## config.mk

```make
export PLATFORM = sky130hd
export DESIGN_NAME = zbr_interp
export DESIGN_NICKNAME = d
export VERILOG_FILES = /design/src/rtl/zbr_pkg.sv /design/src/rtl/zbr_interp.sv
export SDC_FILE = /design/constraint.sdc
export NUM_CORES = 2
export LEC_CHECK = 0
export BUFFER_PORTS_ARGS = -buffer_cell sky130_fd_sc_hd__clkbuf_2
export CAP_MARGIN = 20
export CORE_MARGIN = 2
export CORE_UTILIZATION = 60
export CTS_CLUSTER_DIAMETER = 60
export CTS_CLUSTER_SIZE = 10
export DETAILED_ROUTE_END_ITERATION = 6
export PLACE_DENSITY = 0.79
export SLEW_MARGIN = 20
export SYNTH_ARGS = -nofsm -noshare
export SYNTH_HDL_FRONTEND = slang
export SYNTH_SLANG_ARGS = --single-unit
```

## constraint.sdc

```tcl
create_clock -name clk -period 11.1 [get_ports clk]
set_clock_uncertainty 0.15 [all_clocks]
set_input_delay 1.665 -clock clk [delete_from_list [all_inputs] [get_ports clk]]
set_output_delay 1.665 -clock clk [all_outputs]
set_load 0.005 [all_outputs]
```

## src/rtl/zbr_pkg.sv

```systemverilog
// Shared types and constants for the z-buffered triangle rasterizer.
package zbr_pkg;

  localparam int FRAME_DIM_DEFAULT = 256;
  localparam int TEX_DIM_DEFAULT   = 64;

  // Q12.4 coordinate minus a pixel centre needs 17 signed bits over the whole
  // frame range; the edge function is a difference of two such products.
  localparam int DIFF_W = 17;
  localparam int EDGE_W = 2 * DIFF_W + 1;

  localparam logic [2:0] KIND_CLEAR  = 3'd0;
  localparam logic [2:0] KIND_TEXEL  = 3'd1;
  localparam logic [2:0] KIND_VERTEX = 3'd2;
  localparam logic [2:0] KIND_DRAW   = 3'd3;
  localparam logic [2:0] KIND_READ   = 3'd4;

  localparam logic [1:0] REG_FRAME_WIDTH  = 2'd0;
  localparam logic [1:0] REG_FRAME_HEIGHT = 2'd1;
  localparam logic [1:0] REG_TEX_WIDTH    = 2'd2;
  localparam logic [1:0] REG_TEX_HEIGHT   = 2'd3;

  localparam logic [1:0] SLOT_NONE = 2'd3;

  localparam logic [8:0] FRAME_WIDTH_RESET  = 9'd256;
  localparam logic [8:0] FRAME_HEIGHT_RESET = 9'd256;
  localparam logic [6:0] TEX_WIDTH_RESET    = 7'd64;
  localparam logic [6:0] TEX_HEIGHT_RESET   = 7'd64;

  // Adding 2^23 modulo 2^24 flips the top bit of a 24-bit coordinate.
  localparam logic [23:0] UV_BIAS = 24'h800000;

  typedef struct packed {
    logic [2:0]         kind;
    logic [1:0]         slot;
    logic signed [15:0] pos_x;
    logic signed [15:0] pos_y;
    logic [31:0]        vert_depth;
    logic signed [23:0] tex_u;
    logic signed [23:0] tex_v;
    logic [31:0]        vert_color;
    logic               textured;
    logic [15:0]        address;
    logic [31:0]        texel_data;
  } zbr_cmd_t;

  typedef struct packed {
    logic [31:0] pixel_color;
    logic [31:0] pixel_depth;
    logic [16:0] pixels_passed;
  } zbr_rsp_t;

  typedef struct packed {
    logic [2:0][EDGE_W-1:0] e;
    logic [EDGE_W-1:0]      d;
    logic [2:0][31:0]       v;
  } zbr_interp_req_t;

endpackage

```

## src/rtl/zbr_interp.sv

```systemverilog
// Barycentric interpolator: sequential multiply-accumulate, then restoring divide.
module zbr_interp import zbr_pkg::*; (
  input  logic            clk,
  input  logic            rst,
  input  logic            start,
  input  zbr_interp_req_t req,
  output logic            done,
  output logic [31:0]     q
);

  localparam int EW = EDGE_W;
  localparam int SW = EW + 34;
  localparam int RW = EW + 1;
  localparam int TW = RW + 1;
  localparam logic [4:0] MUL_STEPS = 5'd6;

  typedef enum logic [1:0] {I_IDLE, I_MUL, I_PREP, I_DIV} istate_t;

  istate_t         st;
  logic [4:0]      cnt;
  zbr_interp_req_t req_r;
  logic [63:0]     prod;
  logic            prod_hi;
  logic [SW-1:0]   acc;
  logic [RW-1:0]   r;
  logic [31:0]     lo;

  logic [1:0]      mi;
  logic [31:0]     mop;
  logic [TW-1:0]   t;
  logic [TW-1:0]   dext;

  always_comb begin
    mi   = cnt[2:1];
    mop  = cnt[0] ? 32'(req_r.e[mi][EW-1:32]) : req_r.e[mi][31:0];
    t    = {r, lo[31]};
    dext = TW'(req_r.d);
  end

  always_ff @(posedge clk) begin
    if (rst) begin
      st   <= I_IDLE;
      done <= 1'b0;
      cnt  <= '0;
    end else begin
      done <= 1'b0;
      case (st)
        I_IDLE: begin
          if (start) begin
            req_r <= req;
            acc   <= '0;
            cnt   <= '0;
            st    <= I_MUL;
          end
        end
        I_MUL: begin
          // one partial product per cycle, added to the accumulator in the cycle after
          if (cnt < MUL_STEPS) begin
            prod    <= mop * req_r.v[mi];
            prod_hi <= cnt[0];
          end
          if (cnt != '0) begin
            acc <= acc + (prod_hi ? SW'({prod, 32'h0}) : SW'(prod));
          end
          if (cnt == MUL_STEPS) begin
            st <= I_PREP;
          end else begin
            cnt <= cnt + 5'd1;
          end
        end
        I_PREP: begin
          r   <= acc[32 +: RW];
          lo  <= acc[31:0];
          cnt <= 5'd31;
          st  <= I_DIV;
        end
        I_DIV: begin
          if (t >= dext) begin
            r <= RW'(t - dext);
            q <= {q[30:0], 1'b1};
          end else begin
            r <= t[RW-1:0];
            q <= {q[30:0], 1'b0};
          end
          lo <= {lo[30:0], 1'b0};
          if (cnt == '0) begin
            done <= 1'b1;
            st   <= I_IDLE;
          end else begin
            cnt <= cnt - 5'd1;
          end
        end
        default: st <= I_IDLE;
      endcase
    end
  end

endmodule

```

# After elaboration in Yosys (flattened, before gate mapping)

Cells that the tools add are included.

Add/sub/neg operators: 4
Muxes and demuxes: 22
Bitwise operators: 2
Eq/ne operators: 10
$mul: 1
Reduce and logical (&&, ||, !) cells: 13
Order comparisons: 3

Operator list:

| cell                  | number |
|---|---|
| $mux W69              | 3 |
| $pmux W69 S2          | 1 |
| $pmux W36 S2          | 1 |
| $bmux W35 S2          | 1 |
| $add A69 B69 Y69      | 1 |
| $bmux W32 S2          | 1 |
| $mul A32 B32 Y64      | 1 |
| $mux W32              | 2 |
| $pmux W32 S2          | 1 |
| $ge A37 B35 Y1        | 1 |
| $mux W36              | 1 |
| $sub A36 B35 Y36      | 1 |
| $mux W35              | 1 |
| $pmux W5 S4           | 1 |
| $mux W5               | 3 |
| $ne A2 B2 Y1 const B  | 6 |
| $reduce_and A3 Y1     | 4 |
| $pmux W2 S4           | 1 |
| $mux W2               | 3 |
| $add A5 B1 Y5 const B | 1 |
| $eq A5 B3 Y1 const B  | 1 |
| $logic_not A5 Y1      | 1 |
| $lt A5 B3 Y1 const B  | 1 |
| $reduce_bool A5 Y1    | 1 |
| other kinds (11)      | 16 |

Bits of input ports: 239
Register bits after elaboration: 478
Word-level logic and storage cells: 71

# Logic depth before layout (Yosys ltp)

Depth after elaboration: 4
Depth in mapped cells: 37
Depth with buffers taken out: 33

# Worst setup path after synthesis

Ideal clock, no wire load.

Path type: register to register
Start point: register cnt[2]
End point: register prod[61], data pin
Cell stages (with the launch flop): 33
Library setup time: 0.262 ns
Clock period less this slack: 9.093 ns
Path slack: 2.007 ns
Data required time: 10.688 ns
Arrival time: 8.681 ns
Path through: dfxtp_1 -> buf_2 -> buf_1 -> buf_1 -> mux2i_1 -> nor2_1 -> a21oi_1 -> clkbuf_1 -> nor2_1 -> fa_1 -> inv_1 -> fa_1 -> inv_1 -> fa_1 -> fa_1 -> fa_1 -> fa_1 -> fa_1 -> inv_1 -> fa_1 -> inv_1 -> ha_1 -> clkbuf_1 -> a21o_1 -> a21o_1 -> a21o_1 -> a21o_1 -> a2111oi_0 -> a21oi_1 -> and3_1 -> o2111ai_1 -> o21ai_1 -> xor2_1

Longest elaborated chain between the ends: 4
Elaborated cells between the ends (all ways): 6
Classes of those cells: 1 x mul; 5 x mux

RTL lines:

| element                        | RTL line         | source |
|---|---|---|
| start, declared                | zbr_interp.sv:20 | `logic [4:0] cnt;` |
| start signal, assigned         | zbr_interp.sv:68 | `cnt <= cnt + 5'd1;` |
| start signal, assigned         | zbr_interp.sv:90 | `cnt <= cnt - 5'd1;` |
| $bmux W35 S2                   | zbr_interp.sv:35 | `mop = cnt[0] ? 32'(req_r.e[mi][EW-1:32]) : req_r.e[mi][31:0];` |
| $mux W35 (implied by the code) | zbr_interp.sv:35 |  |
| $mux W32                       | zbr_interp.sv:35 |  |
| $mul A32 B32 Y64 *             | zbr_interp.sv:59 | `prod <= mop * req_r.v[mi];` |
| end signal, assigned           | zbr_interp.sv:59 |  |
| end, declared                  | zbr_interp.sv:22 | `logic [63:0] prod;` |

Every way passes the cells marked *; elsewhere a longest branch is shown, timed or not. The select of a mux whose other input is x is not followed.
A chain may end at the register's enable or synchronous reset.

# Final worst setup path

Start point: register cnt[2]
End point: register prod[57], data pin

Same word-level chain as after synthesis.

==> results.tsv <==
stage	metric	value	unit
setup_path	critical path's top delay family	adder cells	
synthesis	Synth Cell Area	0.0567	mm²
synthesis	Yosys cell types	84	
global_routing	initial antenna violation count	4	
setup_path	Worst Path Max Fanout	33	
sta	final worst path period share	0.934	
drt	via density per instance	6.01	
floorplanning	core footprint	0.0935	mm²
cells_and_area	# nets final	7461	
global_routing	Congestion Overflow GR	0	
setup_path	critical path's largest stage delay	0.87	ns
clock_tree	H-tree depth	2	
drt	DRC errors left	11	
min_path	hold_sp	q[17]	
cells_and_area	layout cells sized above 1	0.0966	
floorplanning	die area	0.0970	mm²
synthesis	Seq/Total Area, Yosys	0.251	
setup_path	CP max-delay cell	nand2_1	
clock_tree	Num CTS Buffers	58	
setup_path	r2r worst-path depth	27	
sta	final setup violation count	0	
setup_path	Worst EP arrival	10.61	ns
sta	clock period minus worst slack	10.36	ns
clock_tree	clock sinks	477	
drt	DR pass1 iterations	7	
run_status	failing checks	design-rule violations	
run_status	status	finished with violations	
place	port bufs	271	
sta	Hold Fails Final Rpt	0	
setup_path	CP Data Required Time	11.35	ns
drt	WL/cell	24.0	µm
min_path	Hold Path Depth	0	
floorplanning	die height	311	µm
synthesis	syn_area_per_cell	9.75	µm²
floorplanning	Initial Utilization	0.607	
synthesis	Post-Syn Nets	7325	
synthesis	Syn Inst Count	5815	
synthesis	post-synthesis register bit count	477	
clock_tree	TritonCTS clock tree	yes	
setup_path	Critical Path Source Type	register	
global_routing	GR Util All Layers	0.362	
flow_run	max-cap viol count	0	
cells_and_area	commonest non-fill, non-tap cell in the layout	inv_1	
synthesis	dominant cells by area after synthesis	fa_1 32%, edfxtp_1 25%, ha_1 8.2%, inv_1 6.3%, nor2_1 5.0%	
clock_tree	# resized after CTS	0	
synthesis	Yosys top cell by area	fa_1	
floorplanning	Die Span X	311	µm
setup_path	CP Capture Type	register	
setup_path	Worst Setup SP	cnt[2]	
sta	Slew Viols, Final	0	
clock_tree	Post-CTS Hold Fix Bufs	0	
floorplanning	num rows	112	
setup_path	RR Startpoint	cnt[2]	
synthesis	top-area cell type share of the netlist area	0.317	
setup_path	Stages on worst setup path	27	
clock_tree	Setup Buffers After CTS	0	
sta	worst slew pin tran	1.32	ns
setup_path	crit path kind	reg2reg	
sta	Setup TNS	0	ns
drt	antenna violation net count after detailed routing	0	
place	gpl congestion	1.04	
drt	Iter 0 DRT Violations	4568	
global_routing	first-pass GRT wire length	264000	µm
place	final HPWL from detailed placement	137000	µm
synthesis	Post-synth EDFFs	469	
global_routing	largest net degree at the start of global routing	85	
clock_tree	clk root buf	clkbuf_16	
min_path	Worst Hold Class	reg2reg	
drt	final WL	174000	µm
clock_tree	clock transition at the registers of the reported paths	0.06	ns
cells_and_area	most frequent cells in the layout	953 x inv_1, 899 x fa_1, 756 x nor2_1	
floorplanning	I/O pin total	272	
sta	RSZ-0062 raised after global routing	false	
clock_tree	maximum clock path buffer count	3	
setup_path	CP Buf/Inv Count	4	
cells_and_area	Area growth, synth to finish	7.82	%
sta	max_slew headroom	0.115	
synthesis	ys async rst share	0	
drt	vias after detailed routing	43481	
synthesis	Top FF cell, synth	edfxtp_1	
clock_tree	clock latency on the worst-skew pair	0.65	ns
global_routing	vias in the first global route	45574	
synthesis	Ys Warns	0	
sta	Max Freq	0.0965	GHz
setup_path	CP dominant cell by count	fa_1	
-- sequential cells by signal (all words and copies together), names as in the netlist --
register  cells
prod         64
dext         35
prod_hi       1
r            36
st            2
lo           32
req_r       201
cnt           5
done          1
acc          68
q            32
-- metal layers --
metal	track usage	share of wire
met5	0	0.00024
met4	0.229	0.081
met3	0.111	0.12
met2	0.571	0.45
met1	0.435	0.35
-- path summary, 6_finish.rpt --
kind / endpoint / slack (ns)
hold reg to reg: q[18] / 0.29
setup reg to reg: prod[57] / 0.74
setup / recovery: prod[57] / 0.74
hold / removal: q[18] / 0.29
-- cell families (layout without fill, tap and decap cells) --
logic type / Yosys count / count (layout) / share of synthesized area
multiplexers: 135 / 135 / 0.0253
AND/OR/NAND/NOR: 1799 / 1799 / 0.135
adder cells (fa/ha/maj): 1271 / 1271 / 0.400
buffers and inverters: 1254 / 1414 / 0.0833
flip-flops: 477 / 477 / 0.251
AO/OA/AOI/OAI: 729 / 729 / 0.0820
XOR/XNOR: 150 / 150 / 0.0232
other: 0 / 1 / 0
-- synthesized netlist by cell type, types with 9 or more instances --
cell      count
nand3_1      43
or2_2        11
nand4_1      39
fa_1        899
or3_1        21
nor2_1      759
xnor2_1      96
xor2_1       54
and3_1       25
clkbuf_1    272
nand2_1     663
inv_1       953
nor3b_1       9
o21bai_1     30
nor2b_1      49
o21a_1       23
a21oi_1     230
o211ai_1      9
o31ai_1      11
mux2i_1      67
o21ai_0     125
buf_2        11
a31oi_1      53
ha_1        372
mux2_2       68
and2_1       90
a21o_1      131
edfxtp_1    469
nor3_1       31
buf_1        16
a21boi_0     11
a211oi_1     13
o21ai_1      13
nand2b_1     24
-- final cells by class --
class,count,area [µm²]
Antenna cell,1,2.50
Clock buffer,74,1540
Clock inverter,10,133
Fill cell,7418,32300
Inverter,954,3580
Multi-Input combinational cell,4084,37900
Sequential cell,477,14200
Tap cell,1254,1570
Timing Repair Buffer,376,2170
-- stage by stage --
step | hold WS, ns | instance area (µm²) | utilization | setup WS, ns | cells
3_5_place_dp | 0.285 | 59400 | 0.636 | 0.958 | 7145
4_1_cts | 0.294 | 61100 | 0.654 | 0.962 | 7229
3_3_place_gp | 0.277 | 59400 | 0.636 | 1.13 | 7145
5_1_grt | 0.307 | 61100 | 0.654 | 0.329 | 7229
2_1_floorplan | 0.256 | 56700 | - | 2.01 | 5815
6_report | 0.291 | 61100 | 0.654 | 0.737 | 7230
Power is not shown: default switching activity piles up to over one toggle a cycle in this logic, so the estimate is an artifact.
